File: config.mk
export PLATFORM = sky130hd
export DESIGN_NAME = window_k_nearest_valid_core
export DESIGN_NICKNAME = d
export VERILOG_FILES = /design/src/hdl/wknv_pkg.sv /design/src/hdl/wknv_cell.sv /design/src/hdl/wknv_drain.sv /design/src/hdl/window_k_nearest_valid_core.sv
export SDC_FILE = /design/constraint.sdc
export NUM_CORES = 2
export LEC_CHECK = 0
export BUFFER_PORTS_ARGS = -buffer_cell sky130_fd_sc_hd__buf_2
export CORE_MARGIN = 3
export CORE_UTILIZATION = 55
export CTS_BUF_LIST = sky130_fd_sc_hd__clkbuf_16
export DETAILED_ROUTE_END_ITERATION = 10
export GPL_ROUTABILITY_DRIVEN = 1
export PLACE_DENSITY = 0.72
export SLEW_MARGIN = 20
export SYNTH_ARGS = -nofsm -noshare
export SYNTH_HDL_FRONTEND = slang
export SYNTH_SLANG_ARGS = --single-unit
File: constraint.sdc
create_clock -name clk -period 12 [get_ports clk]
set_input_delay 3 -clock clk [delete_from_list [all_inputs] [get_ports clk]]
set_output_delay 3 -clock clk [all_outputs]
set_load 0.03 [all_outputs]
File: src/hdl/wknv_pkg.sv
// ----------------------------------------------------------------------------
// wknv_pkg
// Shared types and constants for the windowed nearest-neighbor search.
// ----------------------------------------------------------------------------
package wknv_pkg;

  // Default sizes for the top-level parameters.
  localparam int MAX_K_DEF      = 8;
  localparam int COORD_BITS_DEF = 10;
  localparam int MAX_RADIUS_DEF = 63;

  // Fixed field widths.
  localparam int VALUE_W  = 32;
  localparam int DIST_W   = 13;
  localparam int RANK_W   = 3;
  localparam int RADIUS_W = 6;
  localparam int COUNT_W  = 4;

  // A Q16.16 value with a raw magnitude below this counts as zero.
  localparam logic signed [VALUE_W-1:0] ZERO_LIMIT = 32'sd7;

  // Configuration port.
  localparam int CFG_IDX_W  = 3;
  localparam int CFG_DATA_W = 10;

  localparam logic [CFG_IDX_W-1:0] REG_TARGET_ROW     = 3'd0;
  localparam logic [CFG_IDX_W-1:0] REG_TARGET_COL     = 3'd1;
  localparam logic [CFG_IDX_W-1:0] REG_SEARCH_RADIUS  = 3'd2;
  localparam logic [CFG_IDX_W-1:0] REG_NEIGHBOR_COUNT = 3'd3;
  localparam logic [CFG_IDX_W-1:0] REG_SKIP_ZEROS     = 3'd4;

  localparam logic [RADIUS_W-1:0] SEARCH_RADIUS_RST  = 6'd8;
  localparam logic [COUNT_W-1:0]  NEIGHBOR_COUNT_RST = 4'd4;

  // One entry of the sorted neighbor list.
  typedef struct packed {
    logic                      valid;
    logic [DIST_W-1:0]         sq_dist;
    logic signed [VALUE_W-1:0] value;
  } entry_t;

endpackage

File: src/hdl/wknv_cell.sv
// ----------------------------------------------------------------------------
// wknv_cell
// One slot of the sorted insertion chain: keeps its entry, takes the new
// candidate or its left neighbor's entry when an insertion lands at or
// before it.
// ----------------------------------------------------------------------------
module wknv_cell (
  input  logic                          clk,
  input  logic                          rst_n,
  input  logic                          insert,
  input  logic                          clear,
  input  logic [wknv_pkg::DIST_W-1:0]   cand_dist,
  input  logic signed [wknv_pkg::VALUE_W-1:0] cand_value,
  input  wknv_pkg::entry_t              left_entry,
  input  logic                          left_goes,
  output wknv_pkg::entry_t              entry,
  output logic                          goes,
  output wknv_pkg::entry_t              entry_nxt
);
  import wknv_pkg::*;

  entry_t entry_r;

  // The candidate ranks before this slot when the slot is empty or holds a
  // strictly larger distance; equal distances keep the earlier arrival.
  assign goes = !entry_r.valid || (entry_r.sq_dist > cand_dist);

  always_comb begin
    entry_nxt = entry_r;
    if (insert && goes) begin
      if (left_goes) begin
        entry_nxt = left_entry;
      end else begin
        entry_nxt.valid   = 1'b1;
        entry_nxt.sq_dist = cand_dist;
        entry_nxt.value   = cand_value;
      end
    end
  end

  always_ff @(posedge clk) begin
    if (!rst_n) begin
      entry_r.valid <= 1'b0;
    end else if (clear) begin
      entry_r.valid <= 1'b0;
    end else begin
      entry_r.valid <= entry_nxt.valid;
    end
    entry_r.sq_dist <= entry_nxt.sq_dist;
    entry_r.value   <= entry_nxt.value;
  end

  assign entry = entry_r;

endmodule

File: src/hdl/wknv_drain.sv
// ----------------------------------------------------------------------------
// wknv_drain
// Holds a snapshot of the finished list and shifts it out, one result beat
// per cycle while out_ready allows, through a registered output stage.
// ----------------------------------------------------------------------------
module wknv_drain #(
  parameter int MAX_K = wknv_pkg::MAX_K_DEF
) (
  input  logic                                clk,
  input  logic                                rst_n,
  input  logic                                load,
  input  logic [MAX_K-1:0]                    load_keep,
  input  logic signed [wknv_pkg::VALUE_W-1:0] load_value [MAX_K],
  input  logic                                load_none,
  output logic                                busy,
  output logic                                out_valid,
  input  logic                                out_ready,
  output logic signed [wknv_pkg::VALUE_W-1:0] out_neighbor_value,
  output logic [wknv_pkg::RANK_W-1:0]         out_neighbor_rank,
  output logic                                out_none_found,
  output logic                                out_last_result
);
  import wknv_pkg::*;

  logic [MAX_K-1:0]          keep_r;
  logic signed [VALUE_W-1:0] snap_r [MAX_K];
  logic                      none_r;
  logic [RANK_W-1:0]         rank_r;
  logic                      out_valid_r;
  logic signed [VALUE_W-1:0] value_r;
  logic [RANK_W-1:0]         out_rank_r;
  logic                      out_none_r;
  logic                      out_last_r;
  logic                      adv;
  logic                      head_last;
  logic [MAX_K-1:0]          keep_shift;

  assign busy = |keep_r;
  assign adv  = keep_r[0] && (!out_valid_r || out_ready);

  generate
    if (MAX_K == 1) begin : g_one
      assign head_last  = 1'b1;
      assign keep_shift = '0;
    end else begin : g_many
      assign head_last  = !keep_r[1];
      assign keep_shift = {1'b0, keep_r[MAX_K-1:1]};
    end
  endgenerate

  always_ff @(posedge clk) begin
    if (!rst_n) begin
      keep_r      <= '0;
      out_valid_r <= 1'b0;
    end else begin
      if (load) begin
        keep_r <= load_keep;
      end else if (adv) begin
        keep_r <= keep_shift;
      end
      if (adv) begin
        out_valid_r <= 1'b1;
      end else if (out_ready) begin
        out_valid_r <= 1'b0;
      end
    end
    if (load) begin
      none_r <= load_none;
      rank_r <= '0;
    end else if (adv) begin
      rank_r <= rank_r + RANK_W'(1);
    end
    if (adv) begin
      value_r    <= none_r ? '0 : snap_r[0];
      out_rank_r <= rank_r;
      out_none_r <= none_r;
      out_last_r <= head_last;
    end
  end

  // The snapshot values shift toward the head as results leave.
  generate
    for (genvar i = 0; i < MAX_K; i++) begin : g_snap
      always_ff @(posedge clk) begin
        if (load) begin
          snap_r[i] <= load_value[i];
        end else if (adv) begin
          if (i == MAX_K - 1) begin
            snap_r[i] <= '0;
          end else begin
            snap_r[i] <= snap_r[(i == MAX_K - 1) ? i : i + 1];
          end
        end
      end
    end
  endgenerate

  assign out_valid          = out_valid_r;
  assign out_neighbor_value = value_r;
  assign out_neighbor_rank  = out_rank_r;
  assign out_none_found     = out_none_r;
  assign out_last_result    = out_last_r;

`ifndef SYNTHESIS
  a_load_when_empty: assert property (@(posedge clk) disable iff (!rst_n)
    load |-> !busy)
    else $error("snapshot loaded while results still pending");

  a_keep_prefix: assert property (@(posedge clk) disable iff (!rst_n)
    (keep_r & (keep_r + MAX_K'(1))) == '0)
    else $error("snapshot keep bits are not a contiguous prefix");

  a_none_single: assert property (@(posedge clk) disable iff (!rst_n)
    (busy && none_r) |-> (keep_r == MAX_K'(1)))
    else $error("empty-frame marker with more than one pending result");

  a_last_ends: assert property (@(posedge clk) disable iff (!rst_n)
    (adv && head_last) |=> !busy || $past(load))
    else $error("results remain after the last beat");
`endif

endmodule

File: src/hdl/window_k_nearest_valid_core.sv
// ----------------------------------------------------------------------------
// window_k_nearest_valid_core
// Finds the nearest valid neighbors of a target cell in a raster-scanned
// matrix and returns their values, nearest first, at the end of each frame.
// ----------------------------------------------------------------------------
// Usage:
// Pixels arrive on the in_ channel, one beat per element in row-major order,
// with the last element of a frame flagged by in_frame_end. The block takes
// one pixel beat per cycle, bar the frame_end hold-off below. A pixel first
// goes through a qualification stage (window, target, missing and near-zero
// checks plus squared distance), then into a row of MAX_K list cells that
// insert it in sorted order. When a frame ends, the finished list is copied
// into a drain buffer and the list cells clear, so the next frame streams in
// at once. Results leave on the out_ channel, one beat per cycle while
// out_ready is high, and a frame yields between one and MAX_K result beats.
// If out_ready is low, results wait in the output register and drain buffer
// while pixels keep flowing; only a further frame_end beat is held off
// (in_ready low) until the earlier frame's results have all left the drain
// buffer. The cfg_ channel writes registers by index and is always ready.
// Reset (rst_n low, synchronous) empties the list, drain buffer and output
// register and loads the register defaults.
// ----------------------------------------------------------------------------
module window_k_nearest_valid_core #(
  parameter int MAX_K      = wknv_pkg::MAX_K_DEF,
  parameter int COORD_BITS = wknv_pkg::COORD_BITS_DEF,
  parameter int MAX_RADIUS = wknv_pkg::MAX_RADIUS_DEF
) (
  input  logic                                 clk,
  input  logic                                 rst_n,
  // Configuration write channel.
  input  logic                                 cfg_valid,
  output logic                                 cfg_ready,
  input  logic [wknv_pkg::CFG_IDX_W-1:0]       cfg_index,
  input  logic [wknv_pkg::CFG_DATA_W-1:0]      cfg_data,
  // Pixel channel.
  input  logic                                 in_valid,
  output logic                                 in_ready,
  input  logic [COORD_BITS-1:0]                in_pixel_row,
  input  logic [COORD_BITS-1:0]                in_pixel_col,
  input  logic signed [wknv_pkg::VALUE_W-1:0]  in_pixel_value,
  input  logic                                 in_pixel_missing,
  input  logic                                 in_frame_end,
  // Result channel.
  output logic                                 out_valid,
  input  logic                                 out_ready,
  output logic signed [wknv_pkg::VALUE_W-1:0]  out_neighbor_value,
  output logic [wknv_pkg::RANK_W-1:0]          out_neighbor_rank,
  output logic                                 out_none_found,
  output logic                                 out_last_result
);
  import wknv_pkg::*;

  localparam int CMP_W = (COORD_BITS > RADIUS_W) ? COORD_BITS : RADIUS_W;
  localparam int SQ_W  = 2 * RADIUS_W;

  // Configuration registers.
  logic [COORD_BITS-1:0] target_row_r;
  logic [COORD_BITS-1:0] target_col_r;
  logic [RADIUS_W-1:0]   search_radius_r;
  logic [COUNT_W-1:0]    neighbor_count_r;
  logic                  skip_zeros_r;

  assign cfg_ready = 1'b1;

  always_ff @(posedge clk) begin
    if (!rst_n) begin
      target_row_r     <= '0;
      target_col_r     <= '0;
      search_radius_r  <= SEARCH_RADIUS_RST;
      neighbor_count_r <= NEIGHBOR_COUNT_RST;
      skip_zeros_r     <= 1'b1;
    end else if (cfg_valid) begin
      case (cfg_index)
        REG_TARGET_ROW:     target_row_r     <= COORD_BITS'(cfg_data);
        REG_TARGET_COL:     target_col_r     <= COORD_BITS'(cfg_data);
        REG_SEARCH_RADIUS:  search_radius_r  <= cfg_data[RADIUS_W-1:0];
        REG_NEIGHBOR_COUNT: neighbor_count_r <= cfg_data[COUNT_W-1:0];
        REG_SKIP_ZEROS:     skip_zeros_r     <= cfg_data[0];
        default: ;
      endcase
    end
  end

  // Qualification front end. The window test bounds both offsets by the
  // radius, so the squares only need radius-wide operands.
  logic                       drain_busy;
  logic                       in_fire;
  logic [CMP_W-1:0]           row_x, col_x, trow_x, tcol_x;
  logic [CMP_W-1:0]           dr, dc, rad_x;
  logic [RADIUS_W-1:0]        radius;
  logic [SQ_W-1:0]            sq_r, sq_c;
  logic                       near_zero;
  logic                       qualify;

  logic                       s1_valid_r;
  logic                       s1_qual_r;
  logic                       s1_end_r;
  logic [DIST_W-1:0]          s1_dist_r;
  logic signed [VALUE_W-1:0]  s1_value_r;

  // A new frame end waits until the previous frame's results are out of the
  // drain buffer, counting one still in the front stage.
  assign in_ready = !(in_frame_end && (drain_busy || (s1_valid_r && s1_end_r)));
  assign in_fire  = in_valid && in_ready;

  assign radius = (32'(search_radius_r) > MAX_RADIUS) ? RADIUS_W'(MAX_RADIUS)
                                                      : search_radius_r;
  assign row_x  = CMP_W'(in_pixel_row);
  assign col_x  = CMP_W'(in_pixel_col);
  assign trow_x = CMP_W'(target_row_r);
  assign tcol_x = CMP_W'(target_col_r);
  assign rad_x  = CMP_W'(radius);
  assign dr     = (row_x > trow_x) ? row_x - trow_x : trow_x - row_x;
  assign dc     = (col_x > tcol_x) ? col_x - tcol_x : tcol_x - col_x;
  assign sq_r   = SQ_W'(dr[RADIUS_W-1:0]) * SQ_W'(dr[RADIUS_W-1:0]);
  assign sq_c   = SQ_W'(dc[RADIUS_W-1:0]) * SQ_W'(dc[RADIUS_W-1:0]);

  assign near_zero = (in_pixel_value < ZERO_LIMIT) && (in_pixel_value > -ZERO_LIMIT);
  assign qualify   = (dr <= rad_x) && (dc <= rad_x)
                  && !((dr == '0) && (dc == '0))
                  && !in_pixel_missing
                  && !(skip_zeros_r && near_zero);

  always_ff @(posedge clk) begin
    if (!rst_n) begin
      s1_valid_r <= 1'b0;
    end else begin
      s1_valid_r <= in_fire;
    end
    if (in_fire) begin
      s1_qual_r  <= qualify;
      s1_end_r   <= in_frame_end;
      s1_dist_r  <= DIST_W'(sq_r) + DIST_W'(sq_c);
      s1_value_r <= in_pixel_value;
    end
  end

  // Insertion chain. Each cell compares the candidate with its own entry;
  // the first cell that ranks after the candidate takes it, and every cell
  // behind that one takes its left neighbor's entry. The last entry falls
  // off a full list.
  logic   insert;
  logic   frame_done;
  entry_t cell_entry [MAX_K];
  entry_t cell_nxt   [MAX_K];
  logic   cell_goes  [MAX_K];
  logic [MAX_K-1:0]          keep;
  logic signed [VALUE_W-1:0] snap_value [MAX_K];

  assign insert     = s1_valid_r && s1_qual_r;
  assign frame_done = s1_valid_r && s1_end_r;

  generate
    for (genvar i = 0; i < MAX_K; i++) begin : g_cell
      entry_t left_entry;
      logic   left_goes;

      if (i == 0) begin : g_head
        assign left_entry = '0;
        assign left_goes  = 1'b0;
      end else begin : g_body
        assign left_entry = cell_entry[(i == 0) ? 0 : i - 1];
        assign left_goes  = cell_goes[(i == 0) ? 0 : i - 1];
      end

      wknv_cell u_cell (
        .clk        (clk),
        .rst_n      (rst_n),
        .insert     (insert),
        .clear      (frame_done),
        .cand_dist  (s1_dist_r),
        .cand_value (s1_value_r),
        .left_entry (left_entry),
        .left_goes  (left_goes),
        .entry      (cell_entry[i]),
        .goes       (cell_goes[i]),
        .entry_nxt  (cell_nxt[i])
      );

      // Only the first neighbor_count entries are returned; a count of zero
      // still returns the nearest one.
      assign keep[i]       = cell_nxt[i].valid
                          && ((i == 0) || (32'(neighbor_count_r) > 32'(i)));
      assign snap_value[i] = cell_nxt[i].value;
    end
  endgenerate

  // An empty list at frame end yields a single result with none_found set.
  logic             list_empty;
  logic [MAX_K-1:0] load_keep;

  assign list_empty = !cell_nxt[0].valid;
  assign load_keep  = list_empty ? MAX_K'(1) : keep;

  wknv_drain #(
    .MAX_K (MAX_K)
  ) u_drain (
    .clk                (clk),
    .rst_n              (rst_n),
    .load               (frame_done),
    .load_keep          (load_keep),
    .load_value         (snap_value),
    .load_none          (list_empty),
    .busy               (drain_busy),
    .out_valid          (out_valid),
    .out_ready          (out_ready),
    .out_neighbor_value (out_neighbor_value),
    .out_neighbor_rank  (out_neighbor_rank),
    .out_none_found     (out_none_found),
    .out_last_result    (out_last_result)
  );

`ifndef SYNTHESIS
  a_end_gate: assert property (@(posedge clk) disable iff (!rst_n)
    frame_done |-> !drain_busy)
    else $error("frame ended while the previous frame was still draining");

  a_list_prefix: assert property (@(posedge clk) disable iff (!rst_n)
    !cell_entry[0].valid |-> !cell_nxt[MAX_K-1].valid || (MAX_K == 1))
    else $error("list filled out of order");

  a_cleared: assert property (@(posedge clk) disable iff (!rst_n)
    frame_done |=> !cell_entry[0].valid)
    else $error("list not cleared after frame end");
`endif

endmodule

Word level (Yosys, flattened, before mapping)
Memories as Yosys holds them, arrays and structs flattened. A register that Yosys moved wholly into a read port is not among the register bits.
Index checks and enable logic that the tools add are counted.
{"block": "word_totals", "romBits": 0, "mem_count": 1, "mem_bits_rw": 256, "regBits": 465, "latchBits": 0, "word_cells": 183}
{"name": "u_drain.snap_r", "words": 8, "width": 32, "rd": 8, "rd_ports_with_merged_regs": 1, "write_ports": 8, "line_no": "wknv_drain.sv:26", "text": "logic signed [VALUE_W-1:0] snap_r [MAX_K];"}
{"block": "op_classes", "multipliers": 2, "n_reduce_logical": 64, "div": 0, "eq_ne": 4, "shift": 0, "n_mux": 35, "bitwise": 9, "n_addsub": 6, "magnitude_cmp": 21}
{"operator": "$mux W46", "n": 15}
{"operator": "$mux W32", "n": 8}
{"operator": "$gt A13 B13 Y1", "n": 8}
{"operator": "$sub A10 B10 Y10", "n": 4}
{"operator": "$gt A32 B4 Y1 const B", "n": 1}
{"operator": "$lt A32 B4 Y1 const B", "n": 1}
{"operator": "$logic_and A1 B1 Y1", "n": 27}
{"operator": "$mul A6 B6 Y12", "n": 2}
{"operator": "$mux W8", "n": 3}
{"operator": "$gt A10 B10 Y1", "n": 2}
{"operator": "$le A10 B6 Y1", "n": 2}
{"operator": "$logic_not A10 Y1", "n": 2}
{"operator": "$mux W10", "n": 2}
{"operator": "$gt A4 B3 Y1 const B", "n": 4}
{"operator": "$logic_not A1 Y1", "n": 15}
{"operator": "$add A12 B12 Y13", "n": 1}
{"operator": "$logic_or A1 B1 Y1", "n": 10}
{"operator": "$reduce_and A2 Y1", "n": 5}
{"operator": "$gt A4 B2 Y1 const B", "n": 2}
{"operator": "$or A1 B1 Y1", "n": 8}
{"operator": "$reduce_or A8 Y1", "n": 1}
{"operator": "$mux W1", "n": 7}
{"operator": "$eq A3 B2 Y1 const B", "n": 2}
{"operator": "$gt A4 B1 Y1 const B", "n": 1}
{"operator": "other kinds (7)", "n": 8}

Logic depth before layout (Yosys ltp)
{"block": "logic_depth", "depth_word": 8, "ltp_mapped": 34, "ltp_nobuf": 34}

Modules after synthesis
From an unflattened synthesis, not the netlist that was laid out.
{"block": "unflattened", "hier_cells": 3136, "area_unflattened_um2": 39929.5}
{"module": "wknv_cell", "cells_each": 217, "area_each_um2": 2483.6, "n_inst": 8}
{"module": "wknv_drain", "cells_each": 683, "area_each_um2": 13400.4, "n_inst": 1}
{"module": "window_k_nearest_valid_core", "cells_each": 717, "area_each_um2": 6660.1, "n_inst": 1}

Worst setup path before layout
OpenSTA, ideal clock, no wires.
{"block": "synth_timing", "path_kind": "in2reg", "from": "in out_ready", "to": "mem u_drain.snap_r[0][0] (enable)", "n_path_buf": 0, "cell_stages": 3, "required_time_ps": 10033, "slack_ps": 2580, "setup_ps": 1967, "arrival_time_ps": 7453, "cell_sequence": "nand2b_1 nand2_1 nand2_1"}
{"element": "start: declaration", "line_no": "window_k_nearest_valid_core.sv:45", "text": "input logic out_ready,"}
{"element": "end: declaration", "line_no": "wknv_drain.sv:26"}

Final worst setup path
{"block": "layout_timing", "from": "in in_pixel_col[0]", "to": "reg s1_dist_r[12] (data pin)"}
{"block": "layout_via", "elab_chain_len": 4}
{"element": "start: declaration", "line_no": "window_k_nearest_valid_core.sv:39", "text": "input logic [COORD_BITS-1:0] in_pixel_col,"}
{"element": "$sub A10 B10 Y10 / $gt A10 B10 Y1 (equally long branches)", "line_no": "window_k_nearest_valid_core.sv:114", "text": "assign dc = (col_x > tcol_x) ? col_x - tcol_x : tcol_x - col_x;"}
{"element": "$mux W10 (*)", "line_no": "window_k_nearest_valid_core.sv:114"}
{"element": "$mul A6 B6 Y12 (*)", "line_no": "window_k_nearest_valid_core.sv:116", "text": "assign sq_c = SQ_W'(dc[RADIUS_W-1:0]) * SQ_W'(dc[RADIUS_W-1:0]);"}
{"element": "$add A12 B12 Y13 (*)", "line_no": "window_k_nearest_valid_core.sv:133", "text": "s1_dist_r <= DIST_W'(sq_r) + DIST_W'(sq_c);"}
{"element": "end signal: assignment", "line_no": "window_k_nearest_valid_core.sv:133"}
{"element": "end: declaration", "line_no": "window_k_nearest_valid_core.sv:98", "text": "logic [DIST_W-1:0] s1_dist_r;"}
Mark *: on every way between the ends. The rest lies on a longest branch, timed or not.
A chain may end at the register's enable or synchronous reset.

==> run summary <==
The library cell occupying the most area in the post-synthesis netlist is edfxtp_1. The clock-pin slew on the worst setup and hold paths came out at 0.06 ns. On the critical path, the stage with the largest delay is an instance of fa_1. The analysis attributes to cell leakage a power of 16.5 nW.

The maximum vdd ir drop is 0.186 mV. Grouping stages by cell kind, the critical path spends the most delay in adder cells. Among the stages of the critical path, the cell type that occurs most often is fa_1. The end point of the most critical hold path is target_col_r[9]. After detailed routing, the number of remaining DRC violations is 0. The area of the die is 74100 µm². The via count of the first global-routing pass was 26600. The share of total power dissipated in combinational logic is 31.8%.

In this run the critical register-to-register path is launched from target_col_r[0]. The net switching share of the total power is 34.5%. The placeable core region is 69400 µm². The final-report setup violation count came out at 0.

The internal reg-to-reg setup slack is 4.53 ns. Setup repair after global routing left no endpoint under its margin. Gates resized during post-CTS repair numbered 0. By count the netlist is led by 445 x edfxtp_1, 308 x dfxtp_1, 306 x nand2_1.

The number of nets at the end of the flow came out at 4025. The clock sink count is 753. The worst hold path startpoint is target_col_r[9]. The share of synthesized area occupied by flip-flops and latches is 50.1%. The most used flip-flop cell after synthesis is edfxtp_1.

Buffers inserted during clock tree synthesis total 80. For this design the ratio of total power to cell area is 214 nW/µm². The largest net degree at the start of global routing came out at 182. The cell area after placement came out at 40000 µm². The share of final-layout standard cells stronger than drive strength 1 is 13.5%. The max-cap check violation count is 0. In the post-synthesis netlist, the cell with the most instances is edfxtp_1. The average wire length per cell after detail routing is 19.8 µm. The worst hold path belongs to the class reg2reg. The setup total negative slack is 0 ns. After layout, the worst path uses 80.3% of the clock period.

The gate count after technology mapping came out at 3793. The count of input and output buffers is 110. The smallest hold slack is 0.473 ns.

In this run, synthesis inferred 445 flip-flops with an integrated enable. After synthesis, the largest family of logic cells by area is simple AND/OR/NAND/NOR gates. The total length of routed wires came out at 93.8 mm. The type of origin of the critical path is a primary input. The mapped cell area came out at 39000 µm². Detailed routing inserted a total of 28400 vias.

The async set-or-reset flop fraction in the synthesized netlist came out at 0%. The adder-cell area share of the yosys netlist is 7.87%. The die extent in x is 272 µm. Buffers inserted to repair hold after CTS numbered 0. The area growth from synthesis to layout is 9.27%. The area share of and/or/nand/nor cells after synthesis is 14.8%. The post-synthesis sequential element count is 753.

For this run, the slowest stage of the critical path takes 0.54 ns. The worst endpoint required time is 12.36 ns. The buffers inserted during post-CTS setup optimization came out at 0. The global-route usage over all layers came out at 24.9%. The number of different library cells used by synthesis comes to 67.

The routability congestion estimate from global placement is 0.876. The number of buffers on the longest clock path is 3. The half-perimeter wire length of the detailed placement result is 62.1 mm.

The number of nets with antenna violations after detailed routing came out at 0. The die extent in y is 272 µm. Static timing analysis puts the maximum clock frequency at 104 MHz. The first-pass GRT wire length came out at 150 mm. Ranked by total cell area, the synthesized netlist is headed by edfxtp_1 34%, dfxtp_1 16%, mux2_2 6.1%. The internal power is 5.98 mW. The number of max-slew violations in the final report came out at 0.

The slew at the pin closest to its max-slew limit came out at 1.06 ns. The fraction of synthesized area in multiplexers is 9.00%. Between clock sinks in the finished design, the worst skew comes to 0.0338 ns. The placement row count came out at 96. The buffering stage count on the worst path with inverters included came out at 7. In this run the critical register-to-register path is captured at s1_dist_r[12]. The worst path needs 9.63 ns of the cycle, external delays included. The deepest level of the CTS H-tree came out at 3. During synthesis, Yosys emitted a total of 0 warnings. The clock latency of the later-clocked register in the worst-skew pair came out at 0.64 ns. The worst slew margin relative to its limit is 29.0%.

The number of antenna violations at the first check in global routing is 0. The net switching power figure is 3.15 mW. The flow ran to the end, and the final reports show no timing, DRC or antenna violations. The total non-filler cell area in the finished layout came out at 42600 µm². The arrival time of the worst setup path is 9.99 ns. The mean number of vias per cell came out at 6.01. The number of endpoints with negative hold slack in the final report is 0. The logic depth of the worst register-to-register path came out at 28.

The share of Yosys cell area claimed by the top area cell type is 34.3%. STA classifies the critical path endpoint as a flop. The first TritonRoute pass finished after 6 iterations. The worst setup path is of the in2reg kind.

The total congestion overflow came out at 0. The cell sitting at the root of the clock tree is a clkbuf_16. The fraction of synthesized cell area in xor and xnor cells is 0.693%. The synthesized area divided by synthesized cell count is 10.3 µm². Summing the areas of all compound-gate instances in the mapped netlist gives 12.9% of the synthesized area. The clock tree from TritonCTS is built. Along the worst hold path, the cell count comes to 2. Along the worst path, the maximum fanout reaches 7. After the first detailed-routing iteration, the DRC count stood at 2952. Per report_power, the sequential group accounts for 41.8% of the total. The total I/O pin count came out at 112. The part of the total power dissipated in the clock network came out at 26.5%.

The logic depth of the worst setup path including buffers came out at 30. The effective utilization at floorplan is 56.2%. The number of antenna diodes in the final layout is 0.

The post-synthesis net count is 4087.
[state kept, by name, indices dropped and copies added, names as in the netlist]
register,count
u_drain.out_neighbor_rank,3
u_drain.out_neighbor_value,32
neighbor_count_r,4
u_drain.none_r,1
target_row_r,10
u_drain.keep_r,8
u_drain.snap_r,256
s1_value_r,32
u_drain.out_none_found,1
skip_zeros_r,1
u_drain.out_last_result,1
u_drain.rank_r,3
u_drain.out_valid,1
radius,6
s1_end_r,1
target_col_r,10
g_cell.u_cell.entry,368
s1_qual_r,1
s1_valid_r,1
s1_dist_r,13
[metal layers]
metal	vias up	share of wire [%]	global-route usage, %
li1	13700	-	-
met1	13600	49	39.0
met2	1007	43	36.3
met3	106	6.8	3.09
met4	0	1.7	6.24
met5	-	0	0
[power by group through the flow]
| stage | registers, mW | clock network, mW | logic (mW) |
|---|---|---|---|
| 2_1_floorplan | 3.70 | 0 | 2.25 |
| 3_3_place_gp | 3.83 | 0 | 2.77 |
| 3_5_place_dp | 3.84 | 0 | 2.87 |
| 4_1_cts | 3.79 | 2.45 | 2.90 |
| 5_1_grt | 3.87 | 2.55 | 3.31 |
| 6_report | 3.81 | 2.42 | 2.90 |
[cells by family (layout without fill, tap and decap cells)]
group	Yosys count	count (layout)
simple gates	1211	1211
compound gates	784	784
flops	753	753
buf+inv	468	473
mux	324	324
fa+ha+maj	222	222
xor+xnor	30	30
other cells	1	1
[how the worst max path moves through the flow]
stage | from | end | slack [ns]
floorplan | out_ready | u_drain.snap_r[0][0] | 2.58
global placement | in_pixel_col[0] | s1_dist_r[12] | 1.89
detailed placement | in_pixel_col[0] | s1_dist_r[11] | 1.78
CTS | in_pixel_col[0] | s1_dist_r[12] | 2.39
global route | in_pixel_col[0] | s1_dist_r[11] | 1.91
finish | in_pixel_col[0] | s1_dist_r[12] | 2.37
[layout by cell type (no fill, tap or decap), types with 74 or more instances in the layout]
master,instances
clkbuf_16,82
o21ai_0,205
buf_2,110
nand3_1,247
a211oi_1,74
nand2_1,303
mux2_2,212
o211ai_1,76
a21oi_1,126
inv_1,191
edfxtp_1,445
mux2i_1,112
nor2_1,295
ha_1,183
dfxtp_1,306
[cell type report]
cell class                 instances  area (µm²)
clock inverter                    67         502
multi-input combinational       2572       17800
fill                            5743       26800
inverter                         173         652
clock buffer                      82        2050
timing repair buffer             151         878
sequential                       753       19500
tap                              931        1160
[through the flow]
stage	setup WS, ns	utilization [%]	instances	total power [mW]
after floorplan	2.58	-	3793	5.95
final	2.37	61.4	4729	9.12
after global routing	1.91	61.4	4729	9.73
after global placement	1.89	57.7	4579	6.60
after CTS	2.39	61.3	4728	9.15
after detailed placement	1.78	57.7	4579	6.71
[worst register-to-register path, delay by kind of cell, from the launching register on]
kind            cells  cell delay (ns)
buf+inv             5             0.42
xor+xnor            2             0.49
simple gates        4             0.55
compound gates      8             1.51
mux                 1             0.31
flops               1             0.37
fa+ha+maj           8             3.54
Note: power is estimated with default switching activity, not from simulation.
